File: config.mk
export PLATFORM = sky130hd
export DESIGN_NAME = hex_char_ref_to_utf8
export DESIGN_NICKNAME = d
export VERILOG_FILES = /design/src/sv/hcr_pkg.sv /design/src/sv/hex_char_ref_to_utf8.sv /design/src/sv/hcr_match.sv
export SDC_FILE = /design/constraint.sdc
export NUM_CORES = 1
export LEC_CHECK = 0
export ABC_AREA = 1
export BUFFER_PORTS_ARGS = -buffer_cell sky130_fd_sc_hd__buf_2
export CAP_MARGIN = 20
export CORE_UTILIZATION = 25
export DETAILED_ROUTE_END_ITERATION = 8
export GPL_TIMING_DRIVEN = 1
export PLACE_DENSITY = 0.37
export REMOVE_ABC_BUFFERS = 1
export SYNTH_ARGS = -nofsm -noshare
export SYNTH_HDL_FRONTEND = slang
export SYNTH_SLANG_ARGS = --single-unit
File: constraint.sdc
create_clock -name clk -period 14.7 [get_ports clk]
set_input_delay 2.94 -clock clk [delete_from_list [all_inputs] [get_ports clk]]
set_output_delay 2.94 -clock clk [all_outputs]
set_load 0.01 [all_outputs]
File: src/sv/hcr_pkg.sv
// shared types, character constants and decode functions for the character reference decoder
`default_nettype none
package hcr_pkg;

  localparam int MaxOut = 6;

  // match stage codes
  localparam logic [2:0] ST_IDLE = 3'd0;
  localparam logic [2:0] ST_AMP  = 3'd1;
  localparam logic [2:0] ST_HASH = 3'd2;
  localparam logic [2:0] ST_X    = 3'd3;
  localparam logic [2:0] ST_C1   = 3'd4;
  localparam logic [2:0] ST_C2   = 3'd5;

  localparam logic [7:0] CH_AMP   = 8'h26;
  localparam logic [7:0] CH_HASH  = 8'h23;
  localparam logic [7:0] CH_X     = 8'h78;
  localparam logic [7:0] CH_SEMI  = 8'h3B;
  localparam logic [7:0] CH_QUEST = 8'h3F;
  localparam logic [7:0] CH_0     = 8'h30;
  localparam logic [7:0] CH_9     = 8'h39;
  localparam logic [7:0] CH_UA    = 8'h41;
  localparam logic [7:0] CH_UB    = 8'h42;
  localparam logic [7:0] CH_UC    = 8'h43;
  localparam logic [7:0] CH_UF    = 8'h46;
  localparam logic [7:0] CH_LA    = 8'h61;
  localparam logic [7:0] CH_LF    = 8'h66;
  localparam logic [7:0] CH_LZ    = 8'h7A;
  localparam logic [7:0] LEAD_C2  = 8'hC2;
  localparam logic [7:0] LEAD_C3  = 8'hC3;

  localparam logic [3:0] HIGH_TAB [4] = '{4'd8, 4'd9, 4'd10, 4'd11};

  typedef struct packed {
    logic [2:0] stage;
    logic [7:0] first;
    logic [7:0] second;
  } match_t;

  typedef struct packed {
    logic [MaxOut-1:0][7:0] data;
    logic [2:0]             count;
  } obytes_t;

  typedef struct packed {
    match_t  m;
    obytes_t o;
  } work_t;

  function automatic logic is_hex(input logic [7:0] b);
    return (b >= CH_0 && b <= CH_9) || (b >= CH_UA && b <= CH_UF) ||
           (b >= CH_LA && b <= CH_LF);
  endfunction

  function automatic logic [3:0] hex_val(input logic [7:0] b);
    logic [7:0] v;
    v = 8'd0;
    if (b >= CH_0 && b <= CH_9) v = b - CH_0;
    else if (b >= CH_LA && b <= CH_LF) v = b - CH_LA + 8'd10;
    else if (b >= CH_UA && b <= CH_UF) v = b - CH_UA + 8'd10;
    return v[3:0];
  endfunction

  function automatic logic [7:0] upper(input logic [7:0] b);
    return (b >= CH_LA && b <= CH_LZ) ? b - 8'd32 : b;
  endfunction

  function automatic obytes_t put_byte(input obytes_t o, input logic [7:0] b);
    obytes_t r;
    r = o;
    if (r.count < 3'(MaxOut)) begin
      r.data[r.count] = b;
      r.count = r.count + 3'd1;
    end
    return r;
  endfunction

  function automatic obytes_t put_prefix(input obytes_t o, input logic [2:0] s);
    obytes_t r;
    r = o;
    if (s >= ST_AMP) r = put_byte(r, CH_AMP);
    if (s >= ST_HASH) r = put_byte(r, CH_HASH);
    if (s >= ST_X) r = put_byte(r, CH_X);
    return r;
  endfunction

  // matcher for the idle and prefix stages
  function automatic work_t scan(input work_t w, input logic [7:0] b);
    work_t      r;
    logic [2:0] s;
    r = w;
    s = w.m.stage;
    if (s == ST_AMP && b == CH_HASH) begin
      r.m.stage = ST_HASH;
    end else if (s == ST_HASH && b == CH_X) begin
      r.m.stage = ST_X;
    end else if (s == ST_X && b != 8'd0) begin
      r.m.first = b;
      r.m.stage = ST_C1;
    end else begin
      if (s >= ST_AMP && s <= ST_X) r.o = put_prefix(r.o, s);
      if (b == CH_AMP) begin
        r.m.stage = ST_AMP;
      end else begin
        r.m.stage = ST_IDLE;
        r.o = put_byte(r.o, b);
      end
    end
    return r;
  endfunction

  function automatic obytes_t decode(input obytes_t o, input logic [7:0] first,
                                     input logic [7:0] second);
    obytes_t    r;
    logic [7:0] c1;
    logic [3:0] lo;
    logic [7:0] off;
    r = o;
    c1 = upper(first);
    lo = hex_val(second);
    off = c1 - CH_UC;
    if (c1 >= CH_0 && c1 <= CH_9) begin
      r = put_byte(r, {hex_val(c1), lo});
    end else if (c1 >= CH_UA && c1 <= CH_UB) begin
      r = put_byte(r, LEAD_C2);
      r = put_byte(r, {hex_val(c1), lo});
    end else if (c1 >= CH_UC && c1 <= CH_UF) begin
      r = put_byte(r, LEAD_C3);
      r = put_byte(r, {HIGH_TAB[off[1:0]], lo});
    end else begin
      r = put_byte(r, CH_QUEST);
    end
    return r;
  endfunction

  // full step for one input byte: result words and next match state
  function automatic work_t step(input match_t st, input logic [7:0] b, input logic eos);
    work_t      w;
    logic [7:0] f;
    logic [7:0] s2;
    logic [2:0] s;
    w.m = st;
    w.o = '0;
    if (w.m.stage > ST_C2) w.m.stage = ST_IDLE;
    f = w.m.first;
    s2 = w.m.second;
    unique case (w.m.stage)
      ST_C1: begin
        if (is_hex(b)) begin
          w.m.second = b;
          w.m.stage = ST_C2;
        end else begin
          w.o = put_prefix(w.o, ST_X);
          w.m.stage = ST_IDLE;
          w = scan(w, f);
          w = scan(w, b);
        end
      end
      ST_C2: begin
        if (b == CH_SEMI) begin
          w.o = decode(w.o, f, s2);
          w.m.stage = ST_IDLE;
        end else begin
          w.o = put_prefix(w.o, ST_X);
          w.m.stage = ST_IDLE;
          w = scan(w, f);
          w = scan(w, s2);
          w = scan(w, b);
        end
      end
      default: begin
        w = scan(w, b);
      end
    endcase
    if (eos) begin
      s = w.m.stage;
      w.o = put_prefix(w.o, s);
      if (s >= ST_C1) w.o = put_byte(w.o, w.m.first);
      if (s >= ST_C2) w.o = put_byte(w.o, w.m.second);
      w.m = '0;
    end
    return w;
  endfunction

endpackage
`default_nettype wire

File: src/sv/hex_char_ref_to_utf8.sv
// top level: input register, decoder and output word buffer
// an accepted input word goes through the input register and then the output buffer to its first output word
// throughput: one output word per cycle while m_tready is high; one input word per cycle while each
//   gives at most one output word, otherwise the output buffer drain sets the pace
// an input word is taken while the buffer still holds results for the previous one
// rst is synchronous: clears match state, input register and output buffer
`default_nettype none
module hex_char_ref_to_utf8 (
  input  logic       clk,
  input  logic       rst,
  input  logic       s_tvalid,
  output logic       s_tready,
  input  logic [7:0] s_tdata,   // in_byte
  input  logic       s_tlast,   // end_of_stream
  output logic       m_tvalid,
  input  logic       m_tready,
  output logic [7:0] m_tdata,   // out_byte
  output logic       m_tlast    // out_last
);
  import hcr_pkg::*;

  logic                   in_valid;
  logic [7:0]             in_byte;
  logic                   in_eos;
  logic [MaxOut-1:0][7:0] obuf;
  logic [2:0]             cnt;
  logic                   buf_last;
  logic                   load;
  logic                   take;
  obytes_t                res;

  hcr_match u_match (
    .clk     (clk),
    .rst     (rst),
    .step_en (load),
    .in_byte (in_byte),
    .eos     (in_eos),
    .result  (res)
  );

  // refill the buffer when it is empty or its last word leaves now
  assign load     = in_valid && (cnt == 3'd0 || (cnt == 3'd1 && m_tready));
  assign take     = m_tvalid && m_tready;
  assign s_tready = !in_valid || load;
  assign m_tvalid = cnt != 3'd0;
  assign m_tdata  = obuf[0];
  assign m_tlast  = buf_last && cnt == 3'd1;

  always_ff @(posedge clk) begin
    if (rst) begin
      in_valid <= 1'b0;
      cnt      <= 3'd0;
      buf_last <= 1'b0;
    end else begin
      if (s_tvalid && s_tready) in_valid <= 1'b1;
      else if (load) in_valid <= 1'b0;
      if (load) begin
        cnt      <= res.count;
        buf_last <= in_eos;
      end else if (take) begin
        cnt <= cnt - 3'd1;
      end
    end
  end

  always_ff @(posedge clk) begin
    if (s_tvalid && s_tready) begin
      in_byte <= s_tdata;
      in_eos  <= s_tlast;
    end
    if (load) obuf <= res.data;
    else if (take) obuf <= {8'h00, obuf[MaxOut-1:1]};
  end

endmodule
`default_nettype wire

File: src/sv/hcr_match.sv
// match state and per-byte decode of the character reference pattern
`default_nettype none
module hcr_match (
  input  logic            clk,
  input  logic            rst,
  input  logic            step_en,
  input  logic [7:0]      in_byte,
  input  logic            eos,
  output hcr_pkg::obytes_t result
);
  import hcr_pkg::*;

  match_t st;
  work_t  w;

  always_comb begin
    w = step(st, in_byte, eos);
    result = w.o;
  end

  always_ff @(posedge clk) begin
    if (rst) begin
      st <= '0;
    end else if (step_en) begin
      st <= w.m;
    end
  end

endmodule
`default_nettype wire

== After elaboration in Yosys (flattened, before gate mapping) ==
Index checks and enable logic that the tools add are counted.

* Bits in registers: 81
* Bits in latches: 0
* RAM bits: 0
* Bits in read-only memories: 0
* Bits of input ports: 13
* Logic and storage cells: 631
* Memories kept: 0

* $add $sub $neg: 41
* $mul: 0
* Divide/modulo/power cells: 0
* Order comparisons: 129
* Equal/unequal tests: 23
* Shifts and indexed selects: 0
* Muxes and demuxes: 296
* Bitwise logic cells: 55
* Reductions and logical operators: 73

{| class="wikitable"
|+ Operators by type and width
! operator !! number
|-
| 2-to-1 mux 51 bit || 158
|-
| demux 8 bit (select 3 bit) || 28
|-
| bitwise mux 48 bit || 10
|-
| 2-to-1 mux 8 bit || 43
|-
| bitwise AND 30 bit || 11
|-
| inverter 30 bit || 11
|-
| OR 18 bit || 11
|-
| bitwise AND 24 bit || 7
|-
| inverter 24 bit || 7
|-
| OR 24 bit || 7
|-
| case mux 70 bit (2 select lines) || 1
|-
| less-than comparator 3 x 4 -> 1 bit, second input constant || 28
|-
| greater-or-equal comparator 3 x 1 -> 1 bit, second input constant || 33
|-
| 2-to-1 mux 11 bit || 9
|-
| 2-to-1 mux 48 bit || 2
|-
| adder 3 x 1 -> 3 bit, second input constant || 28
|-
| less-than comparator 3 bit, second input constant || 28
|-
| 2-to-1 mux 70 bit || 1
|-
| 2-to-1 mux 3 bit || 23
|-
| greater-or-equal comparator 8 x 7 -> 1 bit, second input constant || 8
|-
| <= comparator 8 x 7 -> 1 bit, second input constant || 8
|-
| logical AND 1 bit || 61
|-
| 2-to-1 mux 4 bit || 13
|-
| equality test 8 x 6 -> 1 bit, second input constant || 6
|-
| other kinds (27) || 75
|}

== Logic depth before layout (Yosys ltp) ==
Gate-level depths: netlist of run 1.

* Depth in word-level cells: 183
* Mapped depth: 43
* Mapped depth without buffers: 43

== Modules after synthesis ==
From an unflattened synthesis of run 1, not the netlist that was laid out.

* Cells, all modules: 1261
* Area, all modules: 8222.9 um2

{| class="wikitable"
|+ By module, submodules not included
! module !! times used !! cells each !! area each (um2) !! seq. area each (um2)
|-
| hcr_match || 1 || 1004 || 5542.8 || 380.4
|-
| hex_char_ref_to_utf8 || 1 || 257 || 2680.1 || 1811.7
|}

== Least setup slack after synthesis of run 1 ==
No wires, ideal clock.

* Path type: in2out
* From: input port m_tready
* To: output port s_tready
* Data arrival time: 3.163 ns
* Data required time: 11.760 ns
* Slack: 8.597 ns
* Stages: 2
* Buffers on the path: 0
* Path through: nand3_1 nand3_1

* Word-level cells in the longest chain between the ends: 4

{| class="wikitable"
|+ RTL lines
! item !! RTL line !! text
|-
| start: declaration || hex_char_ref_to_utf8.sv:16 || <nowiki>input logic m_tready,</nowiki>
|-
| logical AND 1 bit || hex_char_ref_to_utf8.sv:42 || <nowiki>assign load = in_valid && (cnt == 3'd0 || (cnt == 3'd1 && m_tready));</nowiki>
|-
| logical OR 1 bit || hex_char_ref_to_utf8.sv:42 ||
|-
| logical AND 1 bit || hex_char_ref_to_utf8.sv:42 ||
|-
| logical OR 1 bit || hex_char_ref_to_utf8.sv:44 || <nowiki>assign s_tready = !in_valid || load;</nowiki>
|-
| end: declaration || hex_char_ref_to_utf8.sv:12 || <nowiki>output logic s_tready,</nowiki>
|}

Every way passes these cells.

== Final worst setup path of run 1 ==
Same ends and word-level chain as after synthesis.

==> results of run 1 <==
==> per-layer routing <==
metal	vias up	track usage	share of wire
met4	0	0.0576	0.022
met2	192	0.333	0.46
li1	3467	-	-
met1	3335	0.289	0.48
met5	-	0	0
met3	28	0.0243	0.043
==> flip-flops by register name (all words and copies together) (netlist names) <==
signal	flops
cnt	3
in_valid	1
obuf	40
in_byte	8
in_eos	1
u_match.st	19
m_tdata	8
buf_last	1
==> per-stage QoR <==
stage,power (uW),hold slack (ns)
after floorplan,558,0.438
after global placement,669,0.468
after detailed placement,667,0.475
after CTS,903,0.485
after global routing,948,0.509
final,892,0.477
==> final timing paths <==
path	startpoint	slack, ns	to	depth (start not counted)
setup / recovery	m_tready	8.36	s_tready	4
hold / removal	buf_last	0.48	buf_last	2
setup reg to reg	u_match.st[17]	8.74	obuf[20]	40
hold reg to reg	buf_last	0.48	buf_last	2
==> area by class of cell <==
cell class                 count  area (sq um)
tap                          372           465
timing repair buffer          30           168
sequential                    81          2190
fill                        3057         19500
clock buffer                   9           225
multi-input combinational    767          4100
inverter                     146           548
clock inverter                 7          52.6
==> cell usage after synthesis, types with 19 or more instances <==
cell	count	area, sq um
nand2_1	254	953
inv_1	116	435
nor2_1	105	394
o21ai_0	89	445
edfxtp_1	57	1710
nand3_1	57	285
a21oi_1	50	250
a22oi_1	34	255
inv_2	29	109
dfxtp_1	24	480
ha_1	24	300
nand2_2	20	125
clkbuf_1	19	71.3
==> worst register-to-register path, delay by kind of cell (launching register included) <==
| kind | cells | cell delay [ns] |
|---|---|---|
| and+or+nand+nor | 19 | 2.37 |
| adders and majority gates | 6 | 1.40 |
| buffers and inverters | 13 | 1.04 |
| DFF | 1 | 0.47 |
| AOI/OAI and AO/OA | 2 | 0.40 |
==> logic make-up after synthesis <==
logic type | Yosys count | share of synthesized area
adders and majority gates | 24 | 0.0428
AOI/OAI and AO/OA | 246 | 0.211
xor gates and xnor gates | 5 | 0.00838
and+or+nand+nor | 490 | 0.319
buffers and inverters | 183 | 0.105
DFF | 81 | 0.312
other | 2 | 0.00107
==> report_power, final <==
part	internal, uW	switching [uW]
Combinational	83.6	182
Clock	116	114
Sequential	362	35.0
==> results by group, run 1 <==
Status
  • Status: finished clean

Clock tree
  • Hold_buf cts: 0
  • Post-CTS Setup Bufs: 0
  • CTS Buf Count: 9
  • Post-cts sizing count: 0
  • Clock sinks: 81
  • Bufs on Longest Clock Path: 2
  • Clock Latency Late Sink: 0.36 ns
  • Root Driver: clkbuf_16
  • H-tree depth reported by CTS: 3
  • CTS tree: yes
  • Clock transition at path regs: 0.07 ns

Floorplan
  • Die W: 170 microns
  • Core Box Area: 27300 sq um
  • I/O Pins: 24
  • Row Count: 60
  • Die Y: 170 microns
  • Starting Density: 0.257
  • Die Area: 28700 sq um

STA
  • RSZ-0062 raised after global routing: false
  • Final Worst Setup Slack: 8.36 ns
  • Slew Viols, Final: 0
  • Measured slew at the worst slew-check pin: 1.10 ns
  • Setup TNS: 0 ns
  • Final Hold Vio Count: 0
  • Relative slew slack: 0.256
  • Fmax: 158 MHz
  • Fin crit period: 6.34 ns
  • Setup Viol. Count Final: 0
  • Final worst path period share: 0.431
  • Post-Route Skew: 0.0116 ns

Place
  • Final GP Congestion: 0.922
  • Post-DP HPWL: 22.0 mm
  • Placed insts: 1396
  • I/O Buffers: 23
  • Placed cell areas: 7480 sq um
  • Post-Place Setup Slack: 8.36 ns

Critical path
  • Critical path class: in -> out
  • CP arrival: 3.40 ns
  • Critical path buffer and inverter count: 2
  • Startpoint types: input port
  • CP Max Fanout: 3
  • CP top delay family: buffers and inverters
  • Critical path, cell by cell: buf_2 -> nand3_1 -> nand3_1 -> buf_2
  • Slowest stage delay, CP: 0.16 ns
  • Worst EP required: 11.76 ns
  • CP Capture Type: output pin
  • Worst path slowest cell: buf_2

Cells and area
  • Layout area overhead: 10.5%
  • Commonest non-fill, non-tap cell in the layout: nand2_1
  • Layout Utilization: 0.285
  • Finished Cell Area: 7750 sq um
  • Commonest non-fill, non-tap cells in the layout: 252 x nand2_1, 116 x inv_1, 103 x nor2_1, 89 x o21ai_0
  • Share of layout cells above drive strength 1: 0.125
  • Diode count: 0
  • Post-Layout Cell Count: 1412
  • Final net count: 1072

Yosys
  • Synth Warn #: 0
  • Synth Flop Type: edfxtp_1
  • Post-Synthesis Cells: 1031
  • Mapped Area: 7020 sq um
  • EDFF count, synth: 57
  • Avg Synthesized Cell Area: 6.81 sq um
  • Netlist cell types: 60
  • Synth Register Bits: 81
  • Sequential-to-total area share from yosys stat: 0.312
  • Ys async rst share: 0

Route
  • WL/cell: 20.3 microns
  • Starting DRT DRC Count: 594
  • Via count: 7022
  • DRT Pass-1 Iters: 5
  • Routed WL: 28.7 mm
  • DR DRC count: 0
  • Antenna viol nets, final: 0
  • Vias per cell: 4.97

Worst hold path
  • Hold crit path type: reg -> reg

Global route
  • First-pass GRT wire length: 43.5 mm
  • Antenna violations before repair: 0
  • Grt ovf: 0
  • Largest net degree at the start of global routing: 55
  • Vias in the first global route: 6722
  • GRT Total Usage: 0.206

Power
  • Pwr per Cell Area: 115 nW/um^2
  • Leakage power: 0.00338 uW
  • Maximum VDD drop: 0.000127 V

Flow run
  • Max-cap violations: 0
Note: power is estimated with default switching activity, not from simulation.
==> run 2: changes to the inputs <==
PLACE_DENSITY = 0.38   (was 0.37)
clock period = 5.42 ns   (was 14.7 ns; I/O delays follow)
==> results by group, run 2 (synthesized netlist as in run 1, its figures left out) <==
Status
  • Status: finished clean

STA
  • Setup TNS: 0 ns
  • Fmax: 199 MHz
  • Measured slew at the worst slew-check pin: 1.01 ns
  • Slew Viols, Final: 0
  • Relative slew slack: 0.317
  • Final Worst Setup Slack: 0.401 ns
  • Post-Route Skew: 0.0145 ns
  • Setup Viol. Count Final: 0
  • RSZ-0062 raised after global routing: true
  • Final Hold Vio Count: 0
  • Final worst path period share: 0.926
  • Fin crit period: 5.02 ns

Route
  • Via count: 7310
  • DRT Pass-1 Iters: 5
  • Vias per cell: 5.03
  • DR DRC count: 0
  • Starting DRT DRC Count: 652
  • Antenna viol nets, final: 0
  • Routed WL: 29.9 mm
  • WL/cell: 20.6 microns

Clock tree
  • Bufs on Longest Clock Path: 2
  • Clock transition at path regs: 0.08 ns
  • Clock Latency Late Sink: 0.36 ns
  • Clock sinks: 81
  • CTS tree: yes
  • Root Driver: clkbuf_16
  • CTS Buf Count: 9
  • Hold_buf cts: 0
  • H-tree depth reported by CTS: 3

Floorplan
  • Die Area: 28700 sq um
  • Die W: 170 microns
  • Core Box Area: 27300 sq um
  • Row Count: 60
  • Die Y: 170 microns
  • Starting Density: 0.257
  • I/O Pins: 24

Cells and area
  • Share of layout cells above drive strength 1: 0.170
  • Fillers: 3092
  • Layout Utilization: 0.299
  • Max reg flops: 40
  • Layout area overhead: 16.0%
  • Registers with the most flip-flops: obuf: 40 flops, u_match.st: 19 flops
  • Diode count: 0
  • Final net count: 1112
  • FF+latch area: 2200 sq um
  • Most flops, register: obuf
  • Multi-input logic area: 4160 sq um
  • Commonest non-fill, non-tap cell in the layout: nand2_1
  • Commonest non-fill, non-tap cells in the layout: 250 x nand2_1, 114 x inv_1, 100 x nor2_1, 88 x o21ai_0, 57 x edfxtp_1

Critical path
  • Reg2reg start: u_match.st[18]
  • Worst setup startpoint: u_match.st[18]
  • Worst path slowest cell: dfxtp_4
  • CP Max Fanout: 8
  • CP top delay family: simple AND/OR/NAND/NOR gates
  • Startpoint types: register
  • Slowest stage delay, CP: 0.37 ns
  • CP dominant cell by count: inv_1
  • Critical path buffer and inverter count: 14
  • CP Capture Type: register
  • Worst EP required: 5.54 ns
  • CP arrival: 5.14 ns
  • Critical path class: reg -> reg

Worst hold path
  • Hold crit path type: reg -> reg
  • Hold Crit Start: buf_last

Global route
  • Global routing's busiest layer: met2
  • GRT Total Usage: 0.215
  • GR Util met1: 0.297
  • Antenna violations before repair: 0
  • Met2 Use GR: 0.337
  • Grt ovf: 0
  • Vias in the first global route: 7085
  • First-pass GRT wire length: 45.1 mm
  • Largest net degree at the start of global routing: 55
  • GRT met3 Usage: 0.0361

Place
  • Post-DP HPWL: 23.1 mm
  • Post-Place Setup Slack: 0.0474 ns
  • I/O Buffers: 23
  • Final GP Congestion: 0.918

Power
  • Final Total Pwr: 2450 uW
  • Pwr per Cell Area: 301 nW/um^2
  • Maximum VDD drop: 0.000498 V
  • P_sw: 907 uW
  • Sw frac: 0.371
  • Leakage power: 0.00360 uW
  • P_int: 1540 uW
  • Share of power burned in combinational logic: 0.307
  • Seq pwr share: 0.435
  • Clock power frac: 0.258

Flow run
  • Max-cap violations: 0
==> run 2: cell types whose count changed in the layout (fill, tap and decap cells not counted), sizes merged <==
cell and delta:
buf +40, clkinv +1, clkinvlp -1
==> run 2: worst register-to-register path: cells and delay by family (launching register included) <==
family	cells	cell delay, ns
simple gates	18	1.71
fa+ha+maj	6	1.52
buf+inv	14	0.90
flops	1	0.37
compound gates	2	0.29
==> run 2: power by group through the flow <==
stage               clock network [uW]  registers (uW)  logic, uW
global placement                     0            1080        760
global route                       673            1080        849
floorplan                            0            1070        442
finish                             631            1060        751
detailed placement                   0            1080        753
CTS                                649            1060        757
==> run 2: repair_timing <==
item | in CTS | in global routing
buffers inserted | 0 | 5
endpoints found under the setup margin | 0 | 37
resized for setup | 0 | 24
==> run 2: cell type report <==
cell class	count	area share
sequential	81	0.270
clock inverter	7	0.00753
tap	372	0.0572
multi-input combinational	767	0.511
inverter	146	0.0680
clock buffer	9	0.0277
timing repair buffer	70	0.0580
==> run 2: worst paths after layout <==
path | end | slack, ns | depth (start not counted)
hold / removal | buf_last | 0.47 | 2
hold reg to reg | buf_last | 0.47 | 2
setup / recovery | m_tdata[5] | 0.40 | 40
setup reg to reg | m_tdata[5] | 0.40 | 40
==> run 2: routing by layer <==
layer  vias up  wire length, microns
met3        43                  1590
met1      3471                 14100
li1       3553                     -
met4         0                   847
met2       243                 13300
met5         -                     0
==> run 2: stage by stage <==
step | cell area, sq um | hold WS (ns) | instances
floorplan | 6830 | 0.438 | 994
global placement | 7730 | 0.461 | 1430
detailed placement | 7740 | 0.469 | 1431
CTS | 8030 | 0.479 | 1447
global route | 8140 | 0.525 | 1452
finish | 8140 | 0.475 | 1452
